[config.mk]
export PLATFORM = sky130hd
export DESIGN_NAME = point_affine_transform_2d_top
export DESIGN_NICKNAME = d
export VERILOG_FILES = /design/src/sv/pat_pkg.sv /design/src/sv/pat_coef.sv /design/src/sv/point_affine_transform_2d_top.sv
export SDC_FILE = /design/constraint.sdc
export NUM_CORES = 2
export LEC_CHECK = 0
export BUFFER_PORTS_ARGS = -buffer_cell sky130_fd_sc_hd__buf_2
export CAP_MARGIN = 20
export CORE_MARGIN = 2
export CORE_UTILIZATION = 63
export DETAILED_ROUTE_END_ITERATION = 8
export PLACE_DENSITY = 0.76
export SLEW_MARGIN = 20
export SYNTH_ARGS = -nofsm -noshare
export SYNTH_HDL_FRONTEND = slang
export SYNTH_SLANG_ARGS = --single-unit
[constraint.sdc]
create_clock -name clk_i -period 27.8 [get_ports clk_i]
set_input_delay 1.39 -clock clk_i [delete_from_list [all_inputs] [get_ports clk_i]]
set_output_delay 1.39 -clock clk_i [all_outputs]
set_load 0.02 [all_outputs]
[src/sv/pat_pkg.sv]
package pat_pkg;

  // Configuration port geometry: eight 32-bit registers at word addresses.
  localparam int unsigned ADDR_W = 5;
  localparam int unsigned DATA_W = 32;

  // Register map, in word order.
  typedef enum logic [2:0] {
    REG_MODE     = 3'd0,
    REG_SHIFT_X  = 3'd1,
    REG_SHIFT_Y  = 3'd2,
    REG_SCALE_X  = 3'd3,
    REG_SCALE_Y  = 3'd4,
    REG_ANCHOR_X = 3'd5,
    REG_ANCHOR_Y = 3'd6,
    REG_ANGLE    = 3'd7
  } reg_idx_e;

  // Transform selection.
  typedef enum logic [1:0] {
    MODE_TRANSLATE    = 2'd0,
    MODE_SCALE        = 2'd1,
    MODE_SCALE_ANCHOR = 2'd2,
    MODE_ROTATE       = 2'd3
  } mode_e;

  // Scale factors are signed Q8.8.
  localparam int unsigned SCALE_W  = 16;
  localparam int unsigned Q88_FRAC = 8;
  localparam int          Q88_ONE  = 256;

  // Angle register and degree constants.
  localparam int unsigned ANGLE_W     = 9;
  localparam int unsigned FULL_TURN   = 360;
  localparam int unsigned QUARTER_DEG = 90;

  // Quarter-wave sine table, round(sin(d) * 2^14) for d = 0..90 degrees.
  localparam int unsigned SINE_ROM_FRAC = 14;
  localparam int unsigned SINE_ROM_W    = 15;
  localparam int unsigned SINE_IDX_W    = 7;

  localparam logic [SINE_ROM_W-1:0] SINE_QUARTER [0:90] = '{
        0,   286,   572,   857,  1143,  1428,  1713,  1997,  2280,  2563,
     2845,  3126,  3406,  3686,  3964,  4240,  4516,  4790,  5063,  5334,
     5604,  5872,  6138,  6402,  6664,  6924,  7182,  7438,  7692,  7943,
     8192,  8438,  8682,  8923,  9162,  9397,  9630,  9860, 10087, 10311,
    10531, 10749, 10963, 11174, 11381, 11585, 11786, 11982, 12176, 12365,
    12551, 12733, 12911, 13085, 13255, 13421, 13583, 13741, 13894, 14044,
    14189, 14330, 14466, 14598, 14726, 14849, 14968, 15082, 15191, 15296,
    15396, 15491, 15582, 15668, 15749, 15826, 15897, 15964, 16026, 16083,
    16135, 16182, 16225, 16262, 16294, 16322, 16344, 16362, 16374, 16382,
    16384
  };

endpackage

[src/sv/pat_coef.sv]
module pat_coef #(
  parameter int unsigned SINE_FRAC_BITS = 14
) (
  input  logic                             clk_i,
  input  logic                             rst_ni,
  input  logic [pat_pkg::ANGLE_W-1:0]      angle_i,
  output logic signed [SINE_FRAC_BITS+1:0] cos_o,
  output logic signed [SINE_FRAC_BITS+1:0] sin_o
);
  import pat_pkg::*;

  localparam int unsigned CW  = SINE_FRAC_BITS + 2;
  localparam int unsigned TW  = ((SINE_FRAC_BITS > SINE_ROM_FRAC) ?
                                 SINE_FRAC_BITS : SINE_ROM_FRAC) + 2;
  localparam int unsigned LSH = (SINE_FRAC_BITS > SINE_ROM_FRAC) ?
                                (SINE_FRAC_BITS - SINE_ROM_FRAC) : 0;
  localparam int unsigned RSH = (SINE_FRAC_BITS < SINE_ROM_FRAC) ?
                                (SINE_ROM_FRAC - SINE_FRAC_BITS) : 0;
  localparam int unsigned RND = (1 << RSH) >> 1;
  localparam logic signed [CW-1:0] ONE = CW'(64'd1 << SINE_FRAC_BITS);

  typedef enum logic [1:0] {
    QUAD_I   = 2'd0,
    QUAD_II  = 2'd1,
    QUAD_III = 2'd2,
    QUAD_IV  = 2'd3
  } quad_e;

  logic [ANGLE_W-1:0]    deg;
  quad_e                 quad;
  logic [ANGLE_W-1:0]    rem_deg;
  logic [SINE_IDX_W-1:0] idx_a;
  logic [SINE_IDX_W-1:0] idx_b;
  logic signed [CW-1:0]  mag_a;
  logic signed [CW-1:0]  mag_b;
  logic signed [CW-1:0]  cos_d;
  logic signed [CW-1:0]  sin_d;
  logic signed [CW-1:0]  cos_q;
  logic signed [CW-1:0]  sin_q;

  // Table entry rescaled to the configured fraction, rounding half up when narrowing.
  function automatic logic signed [CW-1:0] table_value(input logic [SINE_IDX_W-1:0] idx);
    logic [TW-1:0] t;
    t = TW'(SINE_QUARTER[idx]);
    t = ((t + TW'(RND)) >> RSH) << LSH;
    return CW'(t);
  endfunction

  // Fold the angle into one turn and split it into quadrant and remainder.
  always_comb begin
    deg = (angle_i >= ANGLE_W'(FULL_TURN)) ? (angle_i - ANGLE_W'(FULL_TURN)) : angle_i;
    if (deg >= ANGLE_W'(3 * QUARTER_DEG)) begin
      quad    = QUAD_IV;
      rem_deg = deg - ANGLE_W'(3 * QUARTER_DEG);
    end else if (deg >= ANGLE_W'(2 * QUARTER_DEG)) begin
      quad    = QUAD_III;
      rem_deg = deg - ANGLE_W'(2 * QUARTER_DEG);
    end else if (deg >= ANGLE_W'(QUARTER_DEG)) begin
      quad    = QUAD_II;
      rem_deg = deg - ANGLE_W'(QUARTER_DEG);
    end else begin
      quad    = QUAD_I;
      rem_deg = deg;
    end
    idx_a = rem_deg[SINE_IDX_W-1:0];
    idx_b = SINE_IDX_W'(QUARTER_DEG) - idx_a;
    mag_a = table_value(idx_a);
    mag_b = table_value(idx_b);
  end

  // Signs and roles of the two table values depend on the quadrant.
  always_comb begin
    case (quad)
      QUAD_I: begin
        sin_d = mag_a;
        cos_d = mag_b;
      end
      QUAD_II: begin
        sin_d = mag_b;
        cos_d = -mag_a;
      end
      QUAD_III: begin
        sin_d = -mag_a;
        cos_d = -mag_b;
      end
      QUAD_IV: begin
        sin_d = -mag_b;
        cos_d = mag_a;
      end
      default: begin
        sin_d = '0;
        cos_d = ONE;
      end
    endcase
  end

  // Coefficients are registered so the lookup stays off the multiplier path.
  // Reset gives the values for the reset angle of zero.
  always_ff @(posedge clk_i or negedge rst_ni) begin
    if (!rst_ni) begin
      cos_q <= ONE;
      sin_q <= '0;
    end else begin
      cos_q <= cos_d;
      sin_q <= sin_d;
    end
  end

  assign cos_o = cos_q;
  assign sin_o = sin_q;

`ifndef NO_ASSERTIONS
  a_zero_deg: assert property (@(posedge clk_i) disable iff (!rst_ni)
    ($past(angle_i) == '0) |-> (cos_o == ONE && sin_o == '0))
    else $error("coefficients wrong for zero degrees");

  a_right_angle: assert property (@(posedge clk_i) disable iff (!rst_ni)
    ($past(angle_i) == ANGLE_W'(QUARTER_DEG)) |-> (cos_o == '0 && sin_o == ONE))
    else $error("coefficients wrong for a right angle");

  a_half_turn: assert property (@(posedge clk_i) disable iff (!rst_ni)
    ($past(angle_i) == ANGLE_W'(2 * QUARTER_DEG)) |-> (cos_o == -ONE && sin_o == '0))
    else $error("coefficients wrong for a half turn");
`endif

endmodule

[src/sv/point_affine_transform_2d_top.sv]
// Affine transform of 2D points: translate, scale, scale about an anchor, rotate.
// A request taken at a clock edge passes through the input register and the result
// register, and its result is held for one cycle with result_valid_o high.
// Throughput: one request per cycle; busy stays low since both register stages
// advance each cycle and the result receiver cannot stall.
// Reset: rst_ni clears the valid bits and restores register defaults.
module point_affine_transform_2d_top #(
  parameter int unsigned COORD_BITS     = 16,
  parameter int unsigned SINE_FRAC_BITS = 14
) (
  input  logic                               clk_i,
  input  logic                               rst_ni,
  input  logic                               start,
  output logic                               busy,
  input  logic signed [COORD_BITS-1:0]       x_in_i,
  input  logic signed [COORD_BITS-1:0]       y_in_i,
  input  logic                               last_point_i,
  output logic                               result_valid_o,
  output logic signed [COORD_BITS-1:0]       x_out_o,
  output logic signed [COORD_BITS-1:0]       y_out_o,
  output logic                               saturated_o,
  output logic                               last_out_o,
  input  logic                               psel,
  input  logic                               penable,
  input  logic                               pwrite,
  input  logic [pat_pkg::ADDR_W-1:0]         paddr,
  input  logic [pat_pkg::DATA_W-1:0]         pwdata,
  output logic [pat_pkg::DATA_W-1:0]         prdata,
  output logic                               pready
);
  import pat_pkg::*;

  localparam int unsigned CW = SINE_FRAC_BITS + 2;
  localparam int unsigned KW = (CW > SCALE_W + 1) ? CW : (SCALE_W + 1);
  localparam int unsigned PW = COORD_BITS + KW;
  localparam int unsigned SW = PW + 2;
  localparam logic signed [COORD_BITS-1:0] SAT_MAX = {1'b0, {(COORD_BITS-1){1'b1}}};
  localparam logic signed [COORD_BITS-1:0] SAT_MIN = {1'b1, {(COORD_BITS-1){1'b0}}};

  // Configuration registers.
  mode_e                         mode_q;
  logic signed [COORD_BITS-1:0]  shift_x_q;
  logic signed [COORD_BITS-1:0]  shift_y_q;
  logic signed [SCALE_W-1:0]     scale_x_q;
  logic signed [SCALE_W-1:0]     scale_y_q;
  logic signed [COORD_BITS-1:0]  anchor_x_q;
  logic signed [COORD_BITS-1:0]  anchor_y_q;
  logic [ANGLE_W-1:0]            angle_q;
  logic                          cfg_wr;
  reg_idx_e                      cfg_idx;

  // Rotation coefficients.
  logic signed [CW-1:0]          cos_c;
  logic signed [CW-1:0]          sin_c;

  // Input stage.
  logic                          in_valid_q;
  logic signed [COORD_BITS-1:0]  x_q;
  logic signed [COORD_BITS-1:0]  y_q;
  logic                          last_q;

  // Operand selection and products.
  logic signed [KW-1:0]          one_k;
  logic signed [KW-1:0]          sx_k;
  logic signed [KW-1:0]          sy_k;
  logic signed [KW-1:0]          cos_k;
  logic signed [KW-1:0]          sin_k;
  logic signed [COORD_BITS-1:0]  opx_a;
  logic signed [COORD_BITS-1:0]  opx_b;
  logic signed [COORD_BITS-1:0]  opy_a;
  logic signed [COORD_BITS-1:0]  opy_b;
  logic signed [KW-1:0]          kx_a;
  logic signed [KW-1:0]          kx_b;
  logic signed [KW-1:0]          ky_a;
  logic signed [KW-1:0]          ky_b;
  logic signed [PW-1:0]          px_a_d;
  logic signed [PW-1:0]          px_b_d;
  logic signed [PW-1:0]          py_a_d;
  logic signed [PW-1:0]          py_b_d;

  // Sum and clip.
  logic signed [SW-1:0]          sum_x;
  logic signed [SW-1:0]          sum_y;
  logic signed [COORD_BITS-1:0]  x_d;
  logic signed [COORD_BITS-1:0]  y_d;
  logic                          sat_x;
  logic                          sat_y;

  // Result stage.
  logic                          res_valid_q;
  logic signed [COORD_BITS-1:0]  x_out_q;
  logic signed [COORD_BITS-1:0]  y_out_q;
  logic                          sat_q;
  logic                          last_out_q;

  // Round a product half up at the fraction of the current mode.
  function automatic logic signed [PW:0] round_term(input logic signed [PW-1:0] p,
                                                    input mode_e m);
    logic signed [PW:0] pe;
    logic signed [PW:0] r;
    pe = (PW+1)'(p);
    case (m)
      MODE_TRANSLATE: r = pe;
      MODE_SCALE, MODE_SCALE_ANCHOR:
        r = (pe + (PW+1)'(64'sd1 <<< (Q88_FRAC - 1))) >>> Q88_FRAC;
      MODE_ROTATE:
        r = (pe + (PW+1)'(64'sd1 <<< (SINE_FRAC_BITS - 1))) >>> SINE_FRAC_BITS;
      default: r = pe;
    endcase
    return r;
  endfunction

  // Saturate a wide sum into the coordinate range.
  function automatic logic [COORD_BITS:0] clip(input logic signed [SW-1:0] v);
    logic                          ovf;
    logic signed [COORD_BITS-1:0]  c;
    ovf = (v[SW-1:COORD_BITS-1] != {(SW-COORD_BITS+1){1'b0}}) &&
          (v[SW-1:COORD_BITS-1] != {(SW-COORD_BITS+1){1'b1}});
    if (ovf) begin
      c = v[SW-1] ? SAT_MIN : SAT_MAX;
    end else begin
      c = v[COORD_BITS-1:0];
    end
    return {ovf, c};
  endfunction

  // The configuration port never waits, and the pipeline never stalls.
  assign pready = 1'b1;
  assign busy   = 1'b0;

  // Register writes.
  assign cfg_wr  = psel && penable && pwrite && pready;
  assign cfg_idx = reg_idx_e'(paddr[ADDR_W-1:2]);

  always_ff @(posedge clk_i or negedge rst_ni) begin
    if (!rst_ni) begin
      mode_q     <= MODE_TRANSLATE;
      shift_x_q  <= '0;
      shift_y_q  <= '0;
      scale_x_q  <= SCALE_W'(Q88_ONE);
      scale_y_q  <= SCALE_W'(Q88_ONE);
      anchor_x_q <= '0;
      anchor_y_q <= '0;
      angle_q    <= '0;
    end else if (cfg_wr) begin
      case (cfg_idx)
        REG_MODE:     mode_q     <= mode_e'(pwdata[1:0]);
        REG_SHIFT_X:  shift_x_q  <= pwdata[COORD_BITS-1:0];
        REG_SHIFT_Y:  shift_y_q  <= pwdata[COORD_BITS-1:0];
        REG_SCALE_X:  scale_x_q  <= pwdata[SCALE_W-1:0];
        REG_SCALE_Y:  scale_y_q  <= pwdata[SCALE_W-1:0];
        REG_ANCHOR_X: anchor_x_q <= pwdata[COORD_BITS-1:0];
        REG_ANCHOR_Y: anchor_y_q <= pwdata[COORD_BITS-1:0];
        REG_ANGLE:    angle_q    <= pwdata[ANGLE_W-1:0];
        default: ;
      endcase
    end
  end

  // Register reads return the stored bits, zero-extended.
  always_comb begin
    case (cfg_idx)
      REG_MODE:     prdata = DATA_W'(mode_q);
      REG_SHIFT_X:  prdata = DATA_W'($unsigned(shift_x_q));
      REG_SHIFT_Y:  prdata = DATA_W'($unsigned(shift_y_q));
      REG_SCALE_X:  prdata = DATA_W'($unsigned(scale_x_q));
      REG_SCALE_Y:  prdata = DATA_W'($unsigned(scale_y_q));
      REG_ANCHOR_X: prdata = DATA_W'($unsigned(anchor_x_q));
      REG_ANCHOR_Y: prdata = DATA_W'($unsigned(anchor_y_q));
      REG_ANGLE:    prdata = DATA_W'(angle_q);
      default:      prdata = '0;
    endcase
  end

  // Sine and cosine for the configured angle.
  pat_coef #(
    .SINE_FRAC_BITS(SINE_FRAC_BITS)
  ) u_coef (
    .clk_i  (clk_i),
    .rst_ni (rst_ni),
    .angle_i(angle_q),
    .cos_o  (cos_c),
    .sin_o  (sin_c)
  );

  // Input register: a request is taken in every cycle that start is high.
  always_ff @(posedge clk_i or negedge rst_ni) begin
    if (!rst_ni) begin
      in_valid_q <= 1'b0;
    end else begin
      in_valid_q <= start && !busy;
    end
  end

  always_ff @(posedge clk_i) begin
    if (start && !busy) begin
      x_q    <= x_in_i;
      y_q    <= y_in_i;
      last_q <= last_point_i;
    end
  end

  // Each output is the sum of two products; the mode picks their operands.
  always_comb begin
    one_k = KW'(1);
    sx_k  = KW'(scale_x_q);
    sy_k  = KW'(scale_y_q);
    cos_k = KW'(cos_c);
    sin_k = KW'(sin_c);
    case (mode_q)
      MODE_TRANSLATE: begin
        opx_a = x_q;         kx_a = one_k;
        opx_b = shift_x_q;   kx_b = one_k;
        opy_a = y_q;         ky_a = one_k;
        opy_b = shift_y_q;   ky_b = one_k;
      end
      MODE_SCALE: begin
        opx_a = x_q;         kx_a = sx_k;
        opx_b = '0;          kx_b = '0;
        opy_a = y_q;         ky_a = sy_k;
        opy_b = '0;          ky_b = '0;
      end
      MODE_SCALE_ANCHOR: begin
        opx_a = x_q;         kx_a = sx_k;
        opx_b = anchor_x_q;  kx_b = KW'(Q88_ONE) - sx_k;
        opy_a = y_q;         ky_a = sy_k;
        opy_b = anchor_y_q;  ky_b = KW'(Q88_ONE) - sy_k;
      end
      MODE_ROTATE: begin
        opx_a = x_q;         kx_a = cos_k;
        opx_b = y_q;         kx_b = -sin_k;
        opy_a = x_q;         ky_a = sin_k;
        opy_b = y_q;         ky_b = cos_k;
      end
      default: begin
        opx_a = x_q;         kx_a = one_k;
        opx_b = '0;          kx_b = '0;
        opy_a = y_q;         ky_a = one_k;
        opy_b = '0;          ky_b = '0;
      end
    endcase
    px_a_d = PW'(opx_a) * PW'(kx_a);
    px_b_d = PW'(opx_b) * PW'(kx_b);
    py_a_d = PW'(opy_a) * PW'(ky_a);
    py_b_d = PW'(opy_b) * PW'(ky_b);
  end

  // Round each product, add the pair and saturate.
  always_comb begin
    sum_x = SW'(round_term(px_a_d, mode_q)) + SW'(round_term(px_b_d, mode_q));
    sum_y = SW'(round_term(py_a_d, mode_q)) + SW'(round_term(py_b_d, mode_q));
    {sat_x, x_d} = clip(sum_x);
    {sat_y, y_d} = clip(sum_y);
  end

  // Result register: holds each result for exactly one cycle.
  always_ff @(posedge clk_i or negedge rst_ni) begin
    if (!rst_ni) begin
      res_valid_q <= 1'b0;
    end else begin
      res_valid_q <= in_valid_q;
    end
  end

  always_ff @(posedge clk_i) begin
    x_out_q    <= x_d;
    y_out_q    <= y_d;
    sat_q      <= sat_x || sat_y;
    last_out_q <= last_q;
  end

  assign result_valid_o = res_valid_q;
  assign x_out_o        = x_out_q;
  assign y_out_o        = y_out_q;
  assign saturated_o    = sat_q;
  assign last_out_o     = last_out_q;

`ifndef NO_ASSERTIONS
  a_latency: assert property (@(posedge clk_i) disable iff (!rst_ni)
    (start && !busy) |-> ##2 result_valid_o)
    else $error("request did not produce a result after the pipeline latency");

  a_sat_bound: assert property (@(posedge clk_i) disable iff (!rst_ni)
    (result_valid_o && saturated_o) |->
      (x_out_o == SAT_MAX || x_out_o == SAT_MIN || y_out_o == SAT_MAX ||
       y_out_o == SAT_MIN))
    else $error("saturation flagged without a clipped coordinate");

  a_translate: assert property (@(posedge clk_i) disable iff (!rst_ni)
    (result_valid_o && !saturated_o && mode_q == MODE_TRANSLATE) |->
      (x_out_o == COORD_BITS'($past(x_q) + shift_x_q)))
    else $error("translated x does not match the input point");
`endif

endmodule
Word level (Yosys, flattened, before mapping)
Memories as Yosys holds them, arrays and structs flattened.
Cells that the tools add are included.
- add/sub/neg operators: 20
- multiply operators: 4
- $lt $le $gt $ge: 6
- equal/unequal tests: 15
- multiplexer cells: 30
- bitwise gates (word level): 2
- reduce and logical (&&, ||, !) cells: 21
- operators with widths (kind ; count):
    one-hot mux 34 bit (3 select lines) ; 4
    one-hot mux 16 bit (4 select lines) ; 4
    one-hot mux 32 bit (8 select lines) ; 1
    adder 33 x 15 -> 34 bit, second input constant ; 4
    adder 33 x 9 -> 34 bit, second input constant ; 4
    one-hot mux 17 bit (4 select lines) ; 2
    multiplier 16 x 17 -> 33 bit ; 4
    one-hot mux 17 bit (3 select lines) ; 2
    2-to-1 mux 16 bit ; 5
    adder 34 x 34 -> 35 bit ; 2
    2-to-1 mux 15 bit ; 4
    inequality test 20 bit, second input constant ; 2
    nonzero test 20 bit ; 2
    subtractor 10 x 16 -> 17 bit, first input constant ; 2
    negator 15 -> 16 bit ; 2
    one-hot mux 16 bit (2 select lines) ; 1
    2-to-1 mux 7 bit ; 3
    greater-or-equal comparator 9 bit, second input constant ; 2
    negator 16 -> 17 bit ; 1
    greater-or-equal comparator 8 bit, second input constant ; 2
    inverter 7 -> 8 bit ; 2
    AND reduction 2 bit ; 8
    == test 3 bit, second input constant ; 4
    greater-or-equal comparator 9 x 7 -> 1 bit, second input constant ; 1
    20 further kinds ; 30
- register bits: 208
- bits in read-only memories: 3840
- input port bits: 76
- output and inout bits: 69
- logic and storage cells: 119
- memories kept: 2
- memories (memory ; words ; bits a word ; read ports ; clocked after Yosys merged registers in ; wr ports ; line ; text):
    (name not given) ; 128 ; 15 ; 1 ; 0 ; 0 ; pat_coef.sv:44 ; t = TW'(SINE_QUARTER[idx]);
    (name not given) ; 128 ; 15 ; 1 ; 0 ; 0 ; pat_coef.sv:44 ;

Longest topological paths before layout
- depth in word-level cells: 13
- depth in mapped cells: 58
- gate-level depth less buffers: 57

Hierarchy
Synthesis repeated with hierarchy kept, for this count alone.
- cell total of the unflattened synthesis: 8230
- area, all modules: 67818.8 um2
- modules (own cells, without submodules) (module ; instances ; cells an instance ; area an instance (um2) ; seq. area each (um2)):
    point_affine_transform_2d_top ; 1 ; 7130 ; 60035.1 ; 4401.7
    pat_coef ; 1 ; 1100 ; 7783.7 ; 802.0

Worst setup path before layout
No wires, ideal clock.
- path type: flip-flop to flip-flop
- start: register mode_q[0]
- end: register x_out_q[12] (netlist: x_out_o[12])
- library setup time: 0.086 ns
- arrival: 12.454 ns
- data required time: 27.714 ns
- setup slack: 15.260 ns
- stages on the path, launching flop included: 52
- buffers on the path: 6
- period minus slack after synthesis: 12.540 ns
- path through: dfrtp_1 inv_1 ha_1 clkbuf_1 clkbuf_1 clkbuf_1 nand2_1 a21oi_1 clkbuf_1 nand2_1 fa_1 inv_1 fa_1 inv_1 fa_1 inv_1 fa_1 inv_1 [... 16 more ...] o21ai_0 ha_1 clkbuf_1 a21o_1 a211o_1 or4_1 o2111ai_1 a21oi_1 o2111ai_1 nand3b_1 xor2_1 nand2_1 nor4_1 nand4bb_1 nor4_1 nor2_1 clkbuf_1 a211oi_1
- longest elaborated chain between the ends: 10
- elaborated cells on any way between the ends: 22
- classes of those cells: add/sub: 5; mul: 2; eq/ne: 4; mux: 7; reduce/logical: 4
- ends and longest elaborated chain (what ; line ; text):
    from (decl) ; point_affine_transform_2d_top.sv:41 ; mode_e mode_q;
    from (signal assigned) ; point_affine_transform_2d_top.sv:147 ; REG_MODE: mode_q <= mode_e'(pwdata[1:0]);
    == test 2 bit / == test 2 x 1 -> 1 bit (equally long branches) ; point_affine_transform_2d_top.sv:102, point_affine_transform_2d_top.sv:210 ;
    OR reduction 2 bit (no line) ; n/a ;
    one-hot mux 17 bit (3 select lines) ; point_affine_transform_2d_top.sv:210 ; case (mode_q)
    multiplier 16 x 17 -> 33 bit ; point_affine_transform_2d_top.sv:242 ; px_a_d = PW'(opx_a) * PW'(kx_a);
    adder 33 x 15 -> 34 bit / adder 33 x 9 -> 34 bit (equally long branches) ; point_affine_transform_2d_top.sv:107, point_affine_transform_2d_top.sv:105 ;
    one-hot mux 34 bit (3 select lines) ; point_affine_transform_2d_top.sv:102 ; case (m)
    adder 34 x 34 -> 35 bit * ; point_affine_transform_2d_top.sv:250 ; sum_x = SW'(round_term(px_a_d, mode_q)) + SW'(round_term(px_b_d, mode_q));
    inequality test 20 bit / nonzero test 20 bit (equally long branches) ; point_affine_transform_2d_top.sv:118, point_affine_transform_2d_top.sv:117 ;
    logical AND 1 bit ; point_affine_transform_2d_top.sv:117 ; ovf = (v[SW-1:COORD_BITS-1] != {(SW-COORD_BITS+1){1'b0}}) &&
    2-to-1 mux 16 bit * ; point_affine_transform_2d_top.sv:119 ; if (ovf) begin
    net x_d[12] ; point_affine_transform_2d_top.sv:84 ; logic signed [COORD_BITS-1:0] x_d;
    to (signal assigned) ; point_affine_transform_2d_top.sv:266 ; x_out_q <= x_d;
    to (decl) ; point_affine_transform_2d_top.sv:91 ; logic signed [COORD_BITS-1:0] x_out_q;
Mark *: on every way through the listed nets, which the timed path passes. The rest lies on a longest branch.
A chain may end at the register's enable or synchronous reset.

Final worst setup path
Same ends and word-level chain as after synthesis.

==> flow_metrics.env <==
export IMPL_core_area_sq_um=103000
export IMPL_slowest_stage="a21oi_1"
export IMPL_synth_top_family_by_area="adder cells"
export IMPL_critPathMaxStageDelay_ns=0.88
export IMPL_synth_flop_cell="dfrtp_1"
export IMPL_yosys_register_bits=208
export IMPL_timing_critical_path_fanout_max=53
export IMPL_synth_sequential_area_ratio_pct=7.94
export IMPL_synthesis_instances=7946
export IMPL_syn_area_sq_um=65600
export IMPL_tritoncts="yes"
export IMPL_cts_made_buffers=24
export IMPL_post_synth_and_or_nand_nor_area_fraction_pct=17.7
export IMPL_skew_ns=0.0256
export IMPL_synth_mux_area_share_pct=3.11
export IMPL_fin_nets=9449
export IMPL_synth_edff_count=33
export IMPL_track_usage_pct=41.0
export IMPL_top_area_cell_type_share_of_the_netlist_area_pct=33.2
export IMPL_period_minus_slack_ns=15.42
export IMPL_first_global_vias=58500
export IMPL_design_portCount=145
export IMPL_remaining_drc_errors=0
export IMPL_place_port_buffers=108
export IMPL_synth_adder_area_share_pct=41.7
export IMPL_timing_rr_start="mode_q[0]$_DFFE_PN0P_"
export IMPL_worstPathRequired_ns=28.31
export IMPL_cp_startpoint="mode_q[0]$_DFFE_PN0P_"
export IMPL_synth_yosys_warnings=0
export IMPL_detailedRoute_firstIterationViolations=6024
export IMPL_gp_congestion=1.04
export IMPL_postCtsSetupRepairBufs=0
export IMPL_grt_ovfl_total=0
export IMPL_cell_row_count=118
export IMPL_rsz_0062_raised_after_global_routing="false"
export IMPL_hold_viol_final=0
export IMPL_synthDominantAreaCellType="fa_1"
export IMPL_fmaxAchievable_mhz=64.9
export IMPL_worstMarginPinSlew_ns=1.20
export IMPL_pin_count_of_the_biggest_net_entering_global_routing=198
export IMPL_dieHeight_um=327
export IMPL_fp_dieArea_sq_um=107000
export IMPL_worst_slew_margin_pct=19.4
export IMPL_cp_end_kind="flop"
export IMPL_route_detailed_vias_per_inst=6.32
export IMPL_timing_setup_critical_path_class="flop to flop"
export IMPL_drv_max_cap_violation_count=0
export IMPL_post_route_cells_drive_above_1_share_pct=6.60
export IMPL_yosys_area_share_xor_xnor_pct=5.64
export IMPL_area_growth_pct=3.99
export IMPL_antenna_found_initial=16
export IMPL_holdCritStartpoint="in_valid_q$_DFF_PN0_"
export IMPL_cts_repair_resize_count=0
export IMPL_clk_root_buffer_cell="clkbuf_16"
export IMPL_post_synthesis_compound_gate_area_fraction_pct=13.8
export IMPL_period_share_pct=55.5
export IMPL_die_x_um=327
export IMPL_cts_root_to_sink_buffers=3
export IMPL_clkLatencyLatePin_ns=0.59
export IMPL_run_status="complete, no violations"
export IMPL_route_detailed_wl_per_inst_um=23.6
export IMPL_min_path_type="flop to flop"
export IMPL_final_setup_viol_count=0
export IMPL_dr_vias=58400
export IMPL_critPathArrivalTime_ns=15.92
export IMPL_finalWirelength_um=219000
export IMPL_clk_pin_slew_worst_paths_ns=0.06
export IMPL_synth_area_per_cell_sq_um=8.25
export IMPL_number_of_distinct_library_cell_variants_in_the_gate_level_netlist_after_synthesis=117
export IMPL_setup_tns_ns=0
export IMPL_initial_core_util_pct=63.4
export IMPL_antenna_left=0
export IMPL_wire_length_of_the_first_global_routing_pass_um=337000
export IMPL_drtPass1Iterations=9
export IMPL_clkSinkCount=208
export IMPL_netlist_top_cells_area="fa_1 (33%), ha_1 (8.4%), inv_1 (7.6%), nand2_1 (5.7%), dfrtp_1 (5.3%)"
export IMPL_ctsHtreeMaxLevel=1
export IMPL_synth_async_sr_flop_share_pct=67.8
export IMPL_report_final_slew_viol_count=0
export IMPL_cts_hold_fix_buffers=0
export IMPL_detailedPlacementHpwl_um=176000
export IMPL_timing_critical_path_from_type="flop"
state kept, by name (all words and copies together) (netlist names):
| register | cells |
|---|---|
| anchor_x_q | 16 |
| anchor_y_q | 16 |
| angle_q | 9 |
| in_valid_q | 1 |
| last_out_o | 1 |
| last_q | 1 |
| mode_q | 2 |
| result_valid_o | 1 |
| saturated_o | 1 |
| scale_x_q | 16 |
| scale_y_q | 16 |
| shift_x_q | 16 |
| shift_y_q | 16 |
| u_coef.cos_o | 16 |
| u_coef.sin_o | 16 |
| x_out_o | 16 |
| x_q | 16 |
| y_out_o | 16 |
| y_q | 16 |
stage by stage:
stage | utilization (%) | area (sq um) | worst slack [ns] | hold WS [ns] | instances
after floorplan | - | 65600 | 15.26 | 0.323 | 7962
after global placement | 65.1 | 67300 | 12.67 | 0.325 | 9195
after detailed placement | 65.1 | 67300 | 12.56 | 0.335 | 9195
after CTS | 65.9 | 68100 | 12.54 | 0.348 | 9237
after global routing | 66.0 | 68200 | 11.24 | 0.360 | 9245
final | 66.0 | 68200 | 12.38 | 0.347 | 9247
cell usage in the layout, fill, tap and decap left out, drive strengths merged, types with 28 or more instances in the layout:
cell type / n
inv: 1322
fa: 1089
nand2: 996
nor2: 756
ha: 442
a21oi: 356
xnor2: 297
o21ai: 257
buf: 234
dfrtp: 138
nand3: 129
nor3: 126
and2: 123
mux2: 121
xor2: 120
nand2b: 87
a21o: 78
a22oi: 74
a221oi: 69
o21a: 60
nor2b: 51
nor4: 47
nand4: 46
mux2i: 45
or3: 44
a31oi: 44
o211ai: 44
and3: 40
or2: 40
a211oi: 37
dfxtp: 34
edfxtp: 33
o22ai: 32
clkbuf: 32
o31ai: 28
synthesized netlist by cell type (120+ instances only):
cell type / instances
ha_1: 442
a21oi_1: 354
dfrtp_1: 138
fa_1: 1089
inv_1: 1319
xor2_1: 120
clkbuf_1: 275
nand3_1: 125
nand2_1: 996
nor3_1: 120
xnor2_1: 297
mux2_2: 121
o21ai_0: 247
and2_1: 122
nor2_1: 753
worst max-delay path, delay by kind of cell (launching register included):
kind / cells / cell delay [ns]
compound gates: 17 / 5.50
fa+ha+maj: 9 / 4.58
simple gates: 9 / 2.69
buf+inv: 7 / 1.35
xor+xnor: 3 / 0.72
flops: 1 / 0.44
path summary, 6_finish.rpt:
path / endpoint / slack (ns) / cells after the start
max: x_out_o[12]$_DFF_P_ / 12.38 / 45
min: result_valid_o$_DFF_PN0_ / 0.35 / 0
max reg2reg: x_out_o[12]$_DFF_P_ / 12.38 / 45
min reg2reg: result_valid_o$_DFF_PN0_ / 0.35 / 0
max in group asynchronous: scale_y_q[10]$_DFFE_PN0P_ / 25.76 / 2
min in group asynchronous: in_valid_q$_DFF_PN0_ / 0.88 / 1
per-layer routing:
layer	track usage (%)	share of wire [%]
met1	52.8	37
met2	64.0	44
met3	11.0	12
met4	20.6	6.1
met5	0	0.031
layout make-up:
cell class | instances | area, sq um
antenna | 9 | 22.5
clock buffer | 31 | 678
clock inverter | 11 | 119
fill | 8903 | 35200
inverter | 1324 | 4970
multi-input combinational | 6049 | 54000
sequential | 208 | 5200
tap | 1380 | 1730
timing repair buffer | 235 | 1520
kinds of logic (layout without fill, tap and decap cells):
logic type / Yosys count / count (layout)
compound gates: 1341 / 1341
xor+xnor: 419 / 419
fa+ha+maj: 1531 / 1531
buf+inv: 1705 / 1601
flops: 208 / 208
mux: 176 / 176
other cells: 2 / 27
simple gates: 2564 / 2564
Power is not shown: default switching activity piles up to over one toggle a cycle in this logic, so the estimate is an artifact.
